===== src/rtl/pixel_channel_converter_defines.svh =====
// assertion macros for the rtl
`ifndef PIXEL_CHANNEL_CONVERTER_DEFINES_SVH
`define PIXEL_CHANNEL_CONVERTER_DEFINES_SVH

// same-cycle implication, sampled on clk, off during reset
`define PCC_ASSERT_SAME(label, ante, cons) \
	label: assert property (@(posedge clk) disable iff (!arst_n) (ante) |-> (cons)) \
		else $error("pixel_channel_converter: check failed");

// next-cycle implication, sampled on clk, off during reset
`define PCC_ASSERT_NEXT(label, ante, cons) \
	label: assert property (@(posedge clk) disable iff (!arst_n) (ante) |=> (cons)) \
		else $error("pixel_channel_converter: check failed");

`endif


===== src/rtl/pcc_pkg.sv =====
`timescale 1ns / 1ps

package pcc_pkg;

	localparam int SAMPLE_W  = 16;
	localparam int CH_W      = 3;
	localparam int CFG_IDX_W = 2;
	localparam int LUMA_W    = 24;

	// register indexes
	localparam logic [CFG_IDX_W-1:0] CFG_IN_CHANNELS  = 2'd0;
	localparam logic [CFG_IDX_W-1:0] CFG_OUT_CHANNELS = 2'd1;
	localparam logic [CFG_IDX_W-1:0] CFG_SAMPLE_MODE  = 2'd2;

	// channel count codes
	localparam logic [CH_W-1:0] CH_GREY       = 3'd1;
	localparam logic [CH_W-1:0] CH_GREY_ALPHA = 3'd2;
	localparam logic [CH_W-1:0] CH_RGB        = 3'd3;
	localparam logic [CH_W-1:0] CH_RGBA       = 3'd4;

	localparam logic MODE_8BIT  = 1'b0;
	localparam logic MODE_16BIT = 1'b1;

	localparam logic [LUMA_W-1:0]   LUMA_R   = 24'd77;
	localparam logic [LUMA_W-1:0]   LUMA_G   = 24'd150;
	localparam logic [LUMA_W-1:0]   LUMA_B   = 24'd29;
	localparam logic [SAMPLE_W-1:0] OPAQUE8  = 16'h00ff;
	localparam logic [SAMPLE_W-1:0] OPAQUE16 = 16'hffff;

	typedef struct packed {
		logic [SAMPLE_W-1:0] in_sample0;
		logic [SAMPLE_W-1:0] in_sample1;
		logic [SAMPLE_W-1:0] in_sample2;
		logic [SAMPLE_W-1:0] in_sample3;
		logic                in_last;
	} pcc_in_t;

	typedef struct packed {
		logic [SAMPLE_W-1:0] out_sample0;
		logic [SAMPLE_W-1:0] out_sample1;
		logic [SAMPLE_W-1:0] out_sample2;
		logic [SAMPLE_W-1:0] out_sample3;
		logic                out_last;
	} pcc_out_t;

	typedef struct packed {
		logic [CH_W-1:0] in_channels;
		logic [CH_W-1:0] dst_channels;
		logic            sample_mode;
	} pcc_cfg_t;

endpackage


===== src/rtl/pcc_luma.sv =====
`timescale 1ns / 1ps

module pcc_luma (
	input  logic [pcc_pkg::SAMPLE_W-1:0] red,
	input  logic [pcc_pkg::SAMPLE_W-1:0] green,
	input  logic [pcc_pkg::SAMPLE_W-1:0] blue,
	input  logic [pcc_pkg::SAMPLE_W-1:0] mask,
	output logic [pcc_pkg::SAMPLE_W-1:0] luma
);

	logic [pcc_pkg::LUMA_W-1:0] sum;

	// weights add to 256, so the sum fits in 24 bits
	assign sum = pcc_pkg::LUMA_W'(red)   * pcc_pkg::LUMA_R
	           + pcc_pkg::LUMA_W'(green) * pcc_pkg::LUMA_G
	           + pcc_pkg::LUMA_W'(blue)  * pcc_pkg::LUMA_B;

	assign luma = sum[pcc_pkg::LUMA_W-1:pcc_pkg::LUMA_W-pcc_pkg::SAMPLE_W] & mask;

endmodule


===== src/rtl/pcc_map.sv =====
`timescale 1ns / 1ps

module pcc_map (
	input  pcc_pkg::pcc_cfg_t cfg,
	input  pcc_pkg::pcc_in_t  pixel,
	output pcc_pkg::pcc_out_t result
);

	logic [pcc_pkg::SAMPLE_W-1:0] mask;
	logic [pcc_pkg::SAMPLE_W-1:0] s0, s1, s2, s3;
	logic [pcc_pkg::SAMPLE_W-1:0] d0, d1, d2, d3;
	logic [pcc_pkg::SAMPLE_W-1:0] grey_alpha, rgb_alpha;
	logic [pcc_pkg::SAMPLE_W-1:0] y;
	logic [pcc_pkg::CH_W-1:0]     ic, oc;
	logic                         supported;

	assign mask = (cfg.sample_mode == pcc_pkg::MODE_16BIT) ? pcc_pkg::OPAQUE16
	                                                       : pcc_pkg::OPAQUE8;
	assign s0 = pixel.in_sample0 & mask;
	assign s1 = pixel.in_sample1 & mask;
	assign s2 = pixel.in_sample2 & mask;
	assign s3 = pixel.in_sample3 & mask;
	assign ic = cfg.in_channels;
	assign oc = cfg.dst_channels;

	assign supported = (ic >= pcc_pkg::CH_GREY) && (ic <= pcc_pkg::CH_RGBA)
	                && (oc >= pcc_pkg::CH_GREY) && (oc <= pcc_pkg::CH_RGBA);

	// missing alpha reads as opaque, which equals the sample mask
	assign grey_alpha = (ic == pcc_pkg::CH_GREY_ALPHA) ? s1 : mask;
	assign rgb_alpha  = (ic == pcc_pkg::CH_RGBA) ? s3 : mask;

	pcc_luma u_luma (
		.red   (s0),
		.green (s1),
		.blue  (s2),
		.mask  (mask),
		.luma  (y)
	);

	always_comb begin
		d0 = '0;
		d1 = '0;
		d2 = '0;
		d3 = '0;
		if (supported) begin
			if (ic == oc) begin
				d0 = s0;
				if (ic >= pcc_pkg::CH_GREY_ALPHA) d1 = s1;
				if (ic >= pcc_pkg::CH_RGB) d2 = s2;
				if (ic == pcc_pkg::CH_RGBA) d3 = s3;
			end else if (ic <= pcc_pkg::CH_GREY_ALPHA) begin
				d0 = s0;
				if (oc == pcc_pkg::CH_GREY_ALPHA) begin
					d1 = grey_alpha;
				end else if (oc >= pcc_pkg::CH_RGB) begin
					d1 = s0;
					d2 = s0;
					if (oc == pcc_pkg::CH_RGBA) d3 = grey_alpha;
				end
			end else begin
				if (oc <= pcc_pkg::CH_GREY_ALPHA) begin
					d0 = y;
					if (oc == pcc_pkg::CH_GREY_ALPHA) d1 = rgb_alpha;
				end else begin
					d0 = s0;
					d1 = s1;
					d2 = s2;
					if (oc == pcc_pkg::CH_RGBA) d3 = rgb_alpha;
				end
			end
		end
	end

	assign result.out_sample0 = d0;
	assign result.out_sample1 = d1;
	assign result.out_sample2 = d2;
	assign result.out_sample3 = d3;
	assign result.out_last    = pixel.in_last;

endmodule


===== src/rtl/pixel_channel_converter.sv =====
`timescale 1ns / 1ps
// channel   | signals                         | handshake
// ----------+---------------------------------+--------------------------------
// pixel in  | start, busy, pixel_in           | taken when start && !busy
// pixel out | done, pixel_out                 | one-cycle strobe, no backpressure
// config    | cfg_we, cfg_index, cfg_data     | written when cfg_we is high
//
// one pixel per cycle; each transaction shows on pixel_out once it has passed through
// the input register and the result register around the luma multiply-add.
// busy stays low: nothing in the path can hold a pixel back.
// arst_n clears the valid pipe and sets in/out channels to 4 and 8-bit mode.
// the user must write config only while no pixel is in flight; the block does not enforce it.

`include "pixel_channel_converter_defines.svh"

module pixel_channel_converter (
	input  logic                           clk,
	input  logic                           arst_n,
	input  logic                           start,
	output logic                           busy,
	input  pcc_pkg::pcc_in_t               pixel_in,
	output logic                           done,
	output pcc_pkg::pcc_out_t              pixel_out,
	input  logic                           cfg_we,
	input  logic [pcc_pkg::CFG_IDX_W-1:0]  cfg_index,
	input  logic [pcc_pkg::CH_W-1:0]       cfg_data
);

	pcc_pkg::pcc_cfg_t cfg_q;
	pcc_pkg::pcc_in_t  pixel_s1;
	pcc_pkg::pcc_out_t pixel_s2;
	pcc_pkg::pcc_out_t result;
	logic              valid_s1;
	logic              valid_s2;
	logic              accept;
	logic              hi_zero;

	assign busy   = 1'b0;
	assign accept = start && !busy;

	always_ff @(posedge clk or negedge arst_n) begin
		if (!arst_n) begin
			cfg_q.in_channels  <= pcc_pkg::CH_RGBA;
			cfg_q.dst_channels <= pcc_pkg::CH_RGBA;
			cfg_q.sample_mode  <= pcc_pkg::MODE_8BIT;
		end else if (cfg_we) begin
			case (cfg_index)
				pcc_pkg::CFG_IN_CHANNELS:  cfg_q.in_channels  <= cfg_data;
				pcc_pkg::CFG_OUT_CHANNELS: cfg_q.dst_channels <= cfg_data;
				pcc_pkg::CFG_SAMPLE_MODE:  cfg_q.sample_mode  <= cfg_data[0];
				default: ;
			endcase
		end
	end

	always_ff @(posedge clk or negedge arst_n) begin
		if (!arst_n) begin
			valid_s1 <= 1'b0;
			valid_s2 <= 1'b0;
		end else begin
			valid_s1 <= accept;
			valid_s2 <= valid_s1;
		end
	end

	always_ff @(posedge clk) begin
		if (accept) begin
			pixel_s1 <= pixel_in;
		end
		if (valid_s1) begin
			pixel_s2 <= result;
		end
	end

	pcc_map u_map (
		.cfg    (cfg_q),
		.pixel  (pixel_s1),
		.result (result)
	);

	assign done      = valid_s2;
	assign pixel_out = pixel_s2;

	assign hi_zero = (pixel_out.out_sample0[15:8] == 8'h00)
	              && (pixel_out.out_sample1[15:8] == 8'h00)
	              && (pixel_out.out_sample2[15:8] == 8'h00)
	              && (pixel_out.out_sample3[15:8] == 8'h00);

	`PCC_ASSERT_NEXT(a_accept_fills_s1, accept, valid_s1)
	`PCC_ASSERT_NEXT(a_s1_gives_done, valid_s1, done)
	`PCC_ASSERT_NEXT(a_no_spurious_done, !valid_s1, !done)
	`PCC_ASSERT_SAME(a_narrow_8bit, done && $past(cfg_q.sample_mode == pcc_pkg::MODE_8BIT), hi_zero)

endmodule

===== config.mk =====
export PLATFORM = sky130hd
export DESIGN_NAME = pixel_channel_converter
export DESIGN_NICKNAME = d
export VERILOG_FILES = /design/src/rtl/pcc_pkg.sv /design/src/rtl/pcc_luma.sv /design/src/rtl/pcc_map.sv /design/src/rtl/pixel_channel_converter.sv
export VERILOG_INCLUDE_DIRS = /design/src /design/src/rtl
export SDC_FILE = /design/constraint.sdc
export NUM_CORES = 1
export LEC_CHECK = 0
export ABC_AREA = 1
export BUFFER_PORTS_ARGS = -buffer_cell sky130_fd_sc_hd__buf_2
export CORE_ASPECT_RATIO = 0.8
export CORE_MARGIN = 1.5
export CORE_UTILIZATION = 60
export DETAILED_ROUTE_END_ITERATION = 10
export PLACE_DENSITY = 0.81
export SLEW_MARGIN = 0
export SYNTH_ARGS = -nofsm -noshare
export SYNTH_HDL_FRONTEND = slang
export SYNTH_SLANG_ARGS = --single-unit
export TNS_END_PERCENT = 30

===== constraint.sdc =====
create_clock -name clk -period 8.49 [get_ports clk]
set_input_delay 1.698 -clock clk [delete_from_list [all_inputs] [get_ports clk]]
set_output_delay 1.698 -clock clk [all_outputs]
set_load 0.02 [all_outputs]

# Word level (Yosys, flattened, before mapping)
# Cells that the tools add are included.
[totals]
ff_bits = 139
inputBits = 74
out_inout_bits = 67
elab_cells = 74
[op_classes]
add_sub_neg = 2
n_mul = 3
magnitude_cmp = 9
n_eq_ne = 7
muxes = 26
bitwise_logic = 5
reduce_logical = 7
[op_table]
columns = ["op", "count"]
rows = [
  ["$mux 16", 26],
  ["$and 16x16->16", 5],
  ["$mul 16x7->23 const B", 2],
  ["$add 23x24->24", 1],
  ["$add 24x21->24", 1],
  ["$mul 16x5->21 const B", 1],
  ["$ge 3x2->1 const B", 3],
  ["$eq 3x2->1 const B", 2],
  ["$eq 3x3->1 const B", 2],
  ["$ge 3x1->1 const B", 2],
  ["$le 3x2->1 const B", 2],
  ["$le 3x3->1 const B", 2],
  ["$reduce_and 2->1", 3],
  ["$eq 3x3->1", 1],
  ["$logic_and 1x1->1", 3],
  ["$eq 2x1->1 const B", 1],
  ["$eq 2x2->1 const B", 1],
  ["$logic_not 2->1", 1],
]

# Longest topological paths before layout
# Gate-level depths: netlist of run 1.
[depth]
depth_word = 9
ltp_mapped = 37
ltp_nobuf = 35

# Hierarchy
# From an unflattened synthesis of run 1, not the netlist that was laid out.
[unflattened]
hier_cells = 1516
area_unflattened_um2 = 13416.6
[modules_own_cells]
columns = ["module", "n_inst", "cells_each", "area_each_um2", "seq_area_each_um2"]
rows = [
  ["pcc_luma", 1, 885, 7006.7, 0.0],
  ["pixel_channel_converter", 1, 169, 4272.8, 4131.5],
  ["pcc_map", 1, 462, 2137.0, 0.0],
]

# Worst setup path before layout of run 1
# Ideal clock, no wire load.
[synth_timing]
path_kind = "register to register"
from = "reg cfg_q[0] in the netlist's numbering"
to = "reg pixel_s2 (netlist bit pixel_out[61]), data pin"
setup_time_ns = 0.253
arrival_time_ns = 7.053
required_ns = 8.237
path_slack_ns = 1.184
path_stages_with_launch = 34
n_path_buf = 2
period_less_slack_ns = 7.306
path_cell_list = "dfrtp_1 buf_2 buf_1 nand2_1 inv_1 ha_1 ha_1 fa_1 inv_1 fa_1 inv_1 ha_1 nand2_1 inv_1 nand2_1 nand2_1 a31oi_1 o21ai_0 xnor2_1 fa_1 inv_1 fa_1 inv_1 fa_1 fa_1 inv_1 ha_1 a21oi_1 o21ai_0 a21oi_1 nand3_1 or2_2 nand3_1 nand2_1"
[synth_between]
elab_chain_cells = 9
elab_cells_between_ends = 13
cone_classes = "add/sub (2); mul (3); mux (4); bitwise (4)"
[synth_lines]
columns = ["element", "line_no", "source"]
rows = [
  ["start, declared", "pixel_channel_converter.sv:29", "pcc_pkg::pcc_cfg_t cfg_q;"],
  ["$mux 16 *", "pcc_map.sv:17", "assign mask = (cfg.sample_mode == pcc_pkg::MODE_16BIT) ? pcc_pkg::OPAQUE16"],
  ["$and 16x16->16, on equally long branches", "pcc_map.sv:19, pcc_map.sv:20", ""],
  ["$mul 16x7->23, on equally long branches", "pcc_luma.sv:14, pcc_luma.sv:15", ""],
  ["$add 23x24->24", "pcc_luma.sv:15", "+ pcc_pkg::LUMA_W'(green) * pcc_pkg::LUMA_G"],
  ["$add 24x21->24", "pcc_luma.sv:16", "+ pcc_pkg::LUMA_W'(blue) * pcc_pkg::LUMA_B;"],
  ["$and 16x16->16", "pcc_luma.sv:18", "assign luma = sum[pcc_pkg::LUMA_W-1:pcc_pkg::LUMA_W-pcc_pkg::SAMPLE_W] & mask;"],
  ["$mux 16", "pcc_map.sv:62", "if (oc <= pcc_pkg::CH_GREY_ALPHA) begin"],
  ["$mux 16", "pcc_map.sv:52", "end else if (ic <= pcc_pkg::CH_GREY_ALPHA) begin"],
  ["$mux 16 *", "pcc_map.sv:47", "if (ic == oc) begin"],
  ["end signal, assigned", "pixel_channel_converter.sv:71", "pixel_s2 <= result;"],
  ["end, declared", "pixel_channel_converter.sv:31", "pcc_pkg::pcc_out_t pixel_s2;"],
]
# Mark *: on every way between the ends. The rest lies on a longest branch, timed or not.
# A chain may end at the register's enable or synchronous reset.

# Worst setup path after layout of run 1
[layout_timing]
from = "reg cfg_q[0] in the netlist's numbering"
to = "reg pixel_s2 (netlist bit pixel_out[64]), data pin"
# Same word-level chain as after synthesis.

==> flow_metrics.env, run 1 <==
export IMPL_grt_usage_pct=32.8
export IMPL_hold_buffers=0
export IMPL_finalCritPeriodShare_pct=92.2
export IMPL_hold_path_class="flop to flop"
export IMPL_path_depth=32
export IMPL_drc=0
export IMPL_clkLatencyLatePin_ns=0.45
export IMPL_cts_made_buffers=17
export IMPL_crit_family="adder cells"
export IMPL_fmax_mhz=128
export IMPL_layout_area_overhead_vs_synth_pct=12.3
export IMPL_die_h_um=134
export IMPL_met3_usage_pct=10.0
export IMPL_synth_ff_type="edfxtp_1"
export IMPL_grt_max_degree=67
export IMPL_routed_via_density=5.83
export IMPL_num_vias=10600
export IMPL_crit_path_end_kind="flop"
export IMPL_ys_seq_elements=139
export IMPL_wl_um=35700
export IMPL_firstDrtPassIters=6
export IMPL_r2r_cells=32
export IMPL_cts_resized=0
export IMPL_setup_violations=0
export IMPL_io_buffer_count=139
export IMPL_cts_root_buffer="clkbuf_16"
export IMPL_max_slew_margin_pct=25.8
export IMPL_antenna_left=0
export IMPL_arrival_ns=8.13
export IMPL_drive_gt1_share_pct=13.2
export IMPL_syn_avg_cell_area_um2=9.28
export IMPL_diodes=0
export IMPL_coreArea_um2=20900
export IMPL_synthArstFlopShare_pct=6.47
export IMPL_ys_warnings_count=0
export IMPL_r2r_slack_ns=0.66
export IMPL_reg2reg_to="pixel_out[64]$_SDFFCE_PN0P_"
export IMPL_period_needed_ns=7.83
export IMPL_hold_violations=0
export IMPL_synth_cells=1394
export IMPL_io_pins=141
export IMPL_grt_pass1_vias=10100
export IMPL_grt_pass1_wl_um=55000
export IMPL_busiest_layer="met2"
export IMPL_cts_tree="yes"
export IMPL_crit_type="flop to flop"
export IMPL_wl_per_cell_um=19.7
export IMPL_final_nets=1871
export IMPL_use_met1_pct=46.5
export IMPL_cts_setup_buffers=0
export IMPL_yosysSeqAreaShare_pct=31.9
export IMPL_fp_dieW_um=167
export IMPL_cts_path_max_buffers=2
export IMPL_fin_tns_setup_ns=0
export IMPL_required_ns=8.79
export IMPL_hpwlAfterDp_um=27600
export IMPL_crit_buf_inv=7
export IMPL_fin_skew_ns=0.0175
export IMPL_crit_top_cell="inv_1"
export IMPL_grt_antenna_before_repair=0
export IMPL_crit_end="pixel_out[64]$_SDFFCE_PN0P_"
export IMPL_max_stage_delay_ns=0.56
export IMPL_num_rows=47
export IMPL_crit_path_start="cfg_q[0]$_DFFE_PN0P_"
export IMPL_startpoint_type="flop"
export IMPL_cts_sinks=139
export IMPL_die_area_um2=22400
export IMPL_synth_edff_count=130
export IMPL_grt_setup_unrepaired="false"
export IMPL_use_met2_pct=48.6
export IMPL_syn_num_nets=1735
export IMPL_initial_core_util_pct=61.8
export IMPL_htreeDepth=4
export IMPL_r2r_start="cfg_q[0]$_DFFE_PN0P_"
export IMPL_fillCellCount=1614
export IMPL_worstMarginPinSlew_ns=1.11
export IMPL_synth_distinct_cells=48
export IMPL_gp_congestion=0.975
export IMPL_clk_pin_slew_ns=0.07
export IMPL_synthesis_area_um2=12900
export IMPL_crit_fanout=10
export IMPL_slew_viol_final=0
export IMPL_maxCapViolCount=0
export IMPL_grt_overflow_total=0
export IMPL_slowest_stage="fa_1"
export IMPL_drtIter0Drc=1215
export IMPL_status="finished clean"
worst min-delay path by stage:
stage | startpoint | end | slack [ns] | cells after the start
after floorplan | pixel_s1[0]$_DFFE_PP_ | pixel_out[0]$_DFFE_PP_ | 0.40 | 0
after global placement | pixel_s1[0]$_DFFE_PP_ | pixel_out[0]$_DFFE_PP_ | 0.41 | 0
after detailed placement | pixel_s1[0]$_DFFE_PP_ | pixel_out[0]$_DFFE_PP_ | 0.40 | 0
after CTS | pixel_s1[0]$_DFFE_PP_ | pixel_out[0]$_DFFE_PP_ | 0.42 | 0
after global routing | pixel_s1[0]$_DFFE_PP_ | pixel_out[0]$_DFFE_PP_ | 0.44 | 0
final | pixel_s1[0]$_DFFE_PP_ | pixel_out[0]$_DFFE_PP_ | 0.42 | 0
per-layer routing:
| metal | up-vias | share of wire (%) | routed length (µm) |
|---|---|---|---|
| met3 | 89 | 12 | 4250 |
| met4 | 0 | 2.7 | 976 |
| met5 | - | 0 | 0 |
| met2 | 670 | 43 | 15400 |
| met1 | 5014 | 42 | 15000 |
| li1 | 4785 | - | - |
final cells by class:
| cell class | count | area (µm²) | area share (%) |
|---|---|---|---|
| clock buffers | 23 | 488 | 3.36 |
| clock inverters | 9 | 159 | 1.09 |
| inverters | 297 | 1120 | 7.72 |
| multi-input cells | 932 | 7560 | 52.1 |
| flip-flops and latches | 139 | 4130 | 28.4 |
| well taps | 269 | 337 | 2.32 |
| repair buffers | 143 | 726 | 4.99 |
sequential cells by signal, indices dropped and copies added, names as in the netlist:
name	flops
pixel_s1	65
cfg_q	7
done	1
pixel_out	65
valid_s1	1
per-stage QoR:
stage / cells / hold WS [ns] / setup WS [ns] / instance area [µm²] / utilization [%]
floorplan: 1394 / 0.400 / 1.18 / 12900 / -
global placement: 1780 / 0.405 / 0.923 / 13900 / 66.3
detailed placement: 1780 / 0.405 / 0.822 / 13900 / 66.3
CTS: 1812 / 0.418 / 0.754 / 14500 / 69.4
global route: 1812 / 0.443 / 0.175 / 14500 / 69.4
finish: 1812 / 0.417 / 0.665 / 14500 / 69.4
logic make-up (layout without fill, tap and decap cells):
group / after synthesis / in the layout / share of synthesized area (%)
compound gates: 196 / 196 / 8.65
other cells: 1 / 1 / 0.0290
fa+ha+maj: 267 / 267 / 33.2
flops: 139 / 139 / 31.9
simple gates: 443 / 443 / 14.9
buf+inv: 323 / 472 / 9.56
xor+xnor: 25 / 25 / 1.69
cells in the mapped netlist, types with 2 or more instances:
cell type,count,area share [%]
inv_1,289,8.4
nand2_1,218,6.3
ha_1,140,14
edfxtp_1,130,30
fa_1,127,20
nor2_1,99,2.9
a21oi_1,82,3.2
nand3_1,66,2.6
o21ai_0,53,2.1
nor3_1,19,0.74
o21a_1,15,0.87
nand4_1,14,0.68
xor2_1,13,0.88
clkbuf_1,12,0.35
or2_2,12,0.58
xnor2_1,12,0.81
a22oi_1,10,0.58
buf_2,10,0.39
o22ai_1,8,0.39
dfrtp_1,7,1.4
o21bai_1,7,0.41
a31oi_1,6,0.29
a21o_1,4,0.23
o21ai_1,4,0.15
buf_1,3,0.087
inv_2,3,0.087
inv_4,3,0.15
nor4_1,3,0.15
a211oi_1,2,0.12
clkinv_1,2,0.058
dfstp_2,2,0.41
nand3b_1,2,0.12
nor2_2,2,0.097
placed cells by master (no fill, tap or decap), drive strengths merged, types with 5 or more instances in the layout:
cell,instances
dfrtp,7
o21a,15
edfxtp,130
xor2,13
fa,127
a21oi,83
ha,140
a31oi,6
clkbuf,23
o21ai,58
nor3,20
xnor2,12
inv,296
buf,143
a22oi,10
nand4,14
clkinv,5
nand3,67
nor2,102
o21bai,7
o22ai,8
nand2,220
or2,13
Power of run 1 is not shown: default switching activity piles up to over one toggle a cycle in this logic, so the estimate is an artifact.
==> run 2: changes to the inputs <==
--- a/config.mk
+++ b/config.mk
@@ -13,6 +13,7 @@
 export CORE_UTILIZATION = 60
 export DETAILED_ROUTE_END_ITERATION = 10
 export PLACE_DENSITY = 0.81
+export RECOVER_POWER = 50
 export SLEW_MARGIN = 0
 export SYNTH_ARGS = -nofsm -noshare
 export SYNTH_HDL_FRONTEND = slang
==> flow_metrics.env, run 2 (synthesis results as in run 1) <==
export IMPL_crit_buf_inv=7
export IMPL_initial_core_util_pct=61.8
export IMPL_cts_resized=0
export IMPL_drive_gt1_share_pct=12.8
export IMPL_layout_commonest_cell="inv_1"
export IMPL_cts_sinks=139
export IMPL_violations="capacitance limit, slew limit"
export IMPL_path_depth=32
export IMPL_coreArea_um2=20900
export IMPL_maxCapViolCount=2
export IMPL_setup_violations=0
export IMPL_hpwlAfterDp_um=27600
export IMPL_slowest_stage="fa_1"
export IMPL_finalCritPeriodShare_pct=92.4
export IMPL_r2r_cells=32
export IMPL_fmax_mhz=127
export IMPL_grt_usage_pct=32.8
export IMPL_period_needed_ns=7.85
export IMPL_grt_overflow_total=0
export IMPL_arrival_ns=8.15
export IMPL_cts_setup_buffers=0
export IMPL_status="finished with violations"
export IMPL_max_slew_margin_pct=-169
export IMPL_drtIter0Drc=1281
export IMPL_crit_path_start="cfg_q[0]$_DFFE_PN0P_"
export IMPL_crit_family="adder cells"
export IMPL_clkLatencyLatePin_ns=0.44
export IMPL_r2r_start="cfg_q[0]$_DFFE_PN0P_"
export IMPL_fp_dieW_um=167
export IMPL_gp_congestion=0.975
export IMPL_drc=0
export IMPL_grt_max_degree=67
export IMPL_wl_per_cell_um=19.7
export IMPL_grt_pass1_wl_um=55000
export IMPL_startpoint_type="flop"
export IMPL_crit_top_cell="inv_1"
export IMPL_fillCellCount=1619
export IMPL_io_pins=141
export IMPL_clk_pin_slew_ns=0.07
export IMPL_crit_fanout=10
export IMPL_firstDrtPassIters=6
export IMPL_cts_tree="yes"
export IMPL_slew_viol_final=134
export IMPL_cts_path_max_buffers=2
export IMPL_r2r_slack_ns=0.64
export IMPL_required_ns=8.79
export IMPL_num_rows=47
export IMPL_die_h_um=134
export IMPL_grt_setup_unrepaired="false"
export IMPL_register_area_um2=4130
export IMPL_cts_root_buffer="clkbuf_16"
export IMPL_wl_um=35700
export IMPL_crit_type="flop to flop"
export IMPL_crit_path_end_kind="flop"
export IMPL_layout_common_cells="inv_1, nand2_1, ha_1"
export IMPL_reg2reg_to="pixel_out[64]$_SDFFCE_PN0P_"
export IMPL_layout_area_overhead_vs_synth_pct=12.2
export IMPL_multi_input_area_um2=7560
export IMPL_worstMarginPinSlew_ns=4.03
export IMPL_io_buffer_count=139
export IMPL_grt_pass1_vias=10100
export IMPL_crit_end="pixel_out[64]$_SDFFCE_PN0P_"
export IMPL_num_vias=10600
export IMPL_hold_buffers=0
export IMPL_final_core_util_pct=69.3
export IMPL_max_stage_delay_ns=0.56
export IMPL_antenna_left=0
export IMPL_hold_path_class="flop to flop"
export IMPL_fin_tns_setup_ns=0
export IMPL_routed_via_density=5.84
export IMPL_fin_skew_ns=0.0175
export IMPL_final_nets=1871
export IMPL_die_area_um2=22400
export IMPL_cts_made_buffers=17
export IMPL_grt_antenna_before_repair=0
export IMPL_diodes=0
export IMPL_hold_violations=0
export IMPL_htreeDepth=4
## run 2: cell count changes in the layout (fill, tap and decap cells not counted)
cell,before,now
buf_2,139,135
dfstp_2,2,1
clkbuf_1,2,8
dfstp_1,0,1
buf_4,4,2
## run 2: layer usage
layer / GRT usage, % / share of wire [%] / vias up
met1: 46.5 / 41 / 4996
met5: 0 / 0 / -
li1: - / - / 4787
met3: 10.0 / 13 / 85
met4: 10.5 / 2.9 / 0
met2: 48.6 / 43 / 713
## run 2: stage by stage
stage / hold WS (ns) / worst slack (ns) / std cells / cell area [µm²]
detailed placement: 0.405 / 0.822 / 1780 / 13900
finish: 0.417 / 0.644 / 1812 / 14500
CTS: 0.418 / 0.754 / 1812 / 14500
global route: 0.443 / 0.175 / 1812 / 14500
floorplan: 0.400 / 1.18 / 1394 / 12900
global placement: 0.405 / 0.923 / 1780 / 13900
## run 2: cell type report
type,count,area share [%]
clock buffers,23,3.36
clock inverters,9,1.09
inverters,297,7.73
multi-input cells,932,52.1
flip-flops and latches,139,28.5
well taps,269,2.32
repair buffers,143,4.91
## run 2: worst min-delay path by stage
stage / end / depth (start not counted) / start
floorplan: pixel_out[0]$_DFFE_PP_ / 0 / pixel_s1[0]$_DFFE_PP_
global placement: pixel_out[0]$_DFFE_PP_ / 0 / pixel_s1[0]$_DFFE_PP_
detailed placement: pixel_out[0]$_DFFE_PP_ / 0 / pixel_s1[0]$_DFFE_PP_
CTS: pixel_out[0]$_DFFE_PP_ / 0 / pixel_s1[0]$_DFFE_PP_
global route: pixel_out[0]$_DFFE_PP_ / 0 / pixel_s1[0]$_DFFE_PP_
finish: pixel_out[0]$_DFFE_PP_ / 0 / pixel_s1[0]$_DFFE_PP_
## run 2: worst register-to-register path, delay by kind of cell (launching register included)
| kind | cells | cell delay, ns |
|---|---|---|
| adders and majority gates | 10 | 4.34 |
| buffers and inverters | 7 | 0.48 |
| AOI/OAI and AO/OA | 3 | 0.68 |
| DFF | 1 | 0.54 |
| xor gates and xnor gates | 1 | 0.22 |
| and+or+nand+nor | 11 | 1.46 |
Power of run 2 is left out for the same reason.
==> run 3: changes to the inputs <==
--- a/config.mk
+++ b/config.mk
@@ -10,9 +10,9 @@
 export BUFFER_PORTS_ARGS = -buffer_cell sky130_fd_sc_hd__buf_2
 export CORE_ASPECT_RATIO = 0.8
 export CORE_MARGIN = 1.5
-export CORE_UTILIZATION = 60
+export CORE_UTILIZATION = 55
 export DETAILED_ROUTE_END_ITERATION = 10
-export PLACE_DENSITY = 0.81
+export PLACE_DENSITY = 0.78
 export RECOVER_POWER = 50
 export SLEW_MARGIN = 0
 export SYNTH_ARGS = -nofsm -noshare
==> constraint.sdc (replaced) <==
create_clock -name clk -period 7.2 [get_ports clk]
set_input_delay 1.44 -clock clk [delete_from_list [all_inputs] [get_ports clk]]
set_output_delay 1.44 -clock clk [all_outputs]
set_load 0.02 [all_outputs]
==> flow_metrics.env, run 3 (synthesis results as in run 1) <==
export IMPL_status="finished with violations"
export IMPL_violations="capacitance limit, slew limit"
export IMPL_grt_antenna_before_repair=0
export IMPL_fillCellCount=1729
export IMPL_io_buffer_count=139
export IMPL_coreArea_um2=22700
export IMPL_crit_fanout=4
export IMPL_antenna_left=0
export IMPL_final_core_util_pct=69.7
export IMPL_die_area_um2=24400
export IMPL_clk_pin_slew_ns=0.07
export IMPL_fin_skew_ns=0.0109
export IMPL_period_needed_ns=7.10
export IMPL_die_h_um=140
export IMPL_htreeDepth=4
export IMPL_cts_sinks=139
export IMPL_place_ws_ns=-0.432
export IMPL_setup_violations=0
export IMPL_cts_root_buffer="clkbuf_16"
export IMPL_grt_pass1_wl_um=59800
export IMPL_layout_area_overhead_vs_synth_pct=22.6
export IMPL_r2r_slack_ns=0.1
export IMPL_maxCapViolCount=2
export IMPL_max_slew_margin_pct=-164
export IMPL_firstDrtPassIters=6
export IMPL_num_rows=49
export IMPL_initial_core_util_pct=56.9
export IMPL_final_nets=1970
export IMPL_diodes=0
export IMPL_grt_pass1_vias=10700
export IMPL_register_area_um2=4130
export IMPL_required_ns=7.39
export IMPL_hold_violations=0
export IMPL_hold_path_class="flop to flop"
export IMPL_grt_setup_unrepaired="true"
export IMPL_num_vias=11100
export IMPL_wl_per_cell_um=20.2
export IMPL_worstMarginPinSlew_ns=3.97
export IMPL_grt_overflow_total=0
export IMPL_setup_ws_ns=0.0987
export IMPL_hpwlAfterDp_um=30300
export IMPL_crit_type="flop to flop"
export IMPL_io_pins=141
export IMPL_clkLatencyLatePin_ns=0.44
export IMPL_arrival_ns=7.29
export IMPL_cts_path_max_buffers=2
export IMPL_drive_gt1_share_pct=23.6
export IMPL_cts_made_buffers=17
export IMPL_grt_usage_pct=32.4
export IMPL_slew_viol_final=134
export IMPL_crit_path_end_kind="flop"
export IMPL_cts_tree="yes"
export IMPL_timing_hold_ws_ns=0.433
export IMPL_grt_max_degree=67
export IMPL_drtIter0Drc=1318
export IMPL_wl_um=39400
export IMPL_layout_common_cells="inv_1, nand2_1, buf_2, edfxtp_1, fa_1"
export IMPL_drc=0
export IMPL_startpoint_type="flop"
export IMPL_multi_input_area_um2=8120
export IMPL_fp_dieW_um=174
export IMPL_finalCritPeriodShare_pct=98.6
export IMPL_layout_commonest_cell="inv_1"
export IMPL_routed_via_density=5.72
export IMPL_gp_congestion=0.952
export IMPL_fmax_mhz=141
## run 3: layer usage
metal | track usage [%] | up-vias | routed length (µm)
met5 | 0 | - | 0
met4 | 8.03 | 0 | 816
met3 | 7.14 | 74 | 4380
met2 | 48.2 | 703 | 17500
met1 | 48.4 | 5369 | 16700
li1 | - | 4990 | -
## run 3: final timing paths
kind / start / end / depth (start not counted)
max in group asynchronous: arst_n / valid_s1$_DFF_PN0_ / 1
worst min register to register: pixel_s1[0]$_DFFE_PP_ / pixel_out[0]$_DFFE_PP_ / 0
worst max-delay path: cfg_q[0]$_DFFE_PN0P_ / pixel_out[60]$_SDFFCE_PN0P_ / 26
min in group asynchronous: arst_n / cfg_q[2]$_DFFE_PN0P_ / 1
worst min-delay path: pixel_s1[0]$_DFFE_PP_ / pixel_out[0]$_DFFE_PP_ / 0
worst max register to register: cfg_q[0]$_DFFE_PN0P_ / pixel_out[60]$_SDFFCE_PN0P_ / 26
## run 3: through the flow
step / setup TNS [ns] / instance area [µm²] / std cells
after CTS: -0.00699 / 15300 / 1931
final: 0 / 15800 / 1948
after global placement: -0.768 / 14500 / 1895
after detailed placement: -0.997 / 14500 / 1895
after floorplan: 0 / 12900 / 1394
after global routing: -0.148 / 15800 / 1948
## run 3: final cells by class
type | instances | share of cell area, %
Multi-Input combinational cell | 932 | 51.2
Sequential cell | 139 | 26.1
Timing Repair Buffer | 242 | 9.37
Inverter | 297 | 7.08
Clock buffer | 17 | 2.68
Tap cell | 306 | 2.42
Clock inverter | 15 | 1.14
## run 3: repair_timing
action                     CTS  global route
hold buffers                 0             0
cloned                       0             0
gates resized for setup     37            83
buffers inserted             4            18
setup endpoints to repair    6            12
pin swaps                   12            50
## run 3: critical path: stages (launching register included)
cell and delay (ns):
dfrtp_1 0.43, nand2_1 0.12, inv_1 0.09, buf_4 0.16, ha_1 0.29, ha_1 0.29
fa_1 0.47, fa_1 0.53, ha_4 0.32, nand4_1 0.21, o21ai_4 0.28, xnor2_2 0.11
fa_1 0.54, inv_1 0.06, fa_1 0.50, inv_1 0.05, fa_1 0.48, fa_1 0.52
inv_2 0.05, ha_4 0.28, nand4_1 0.23, nor3_2 0.25, nand4_1 0.20, nand3_1 0.11
nand2_1 0.07, nand3_2 0.10, a21oi_2 0.09
Power of run 3 is left out for the same reason.
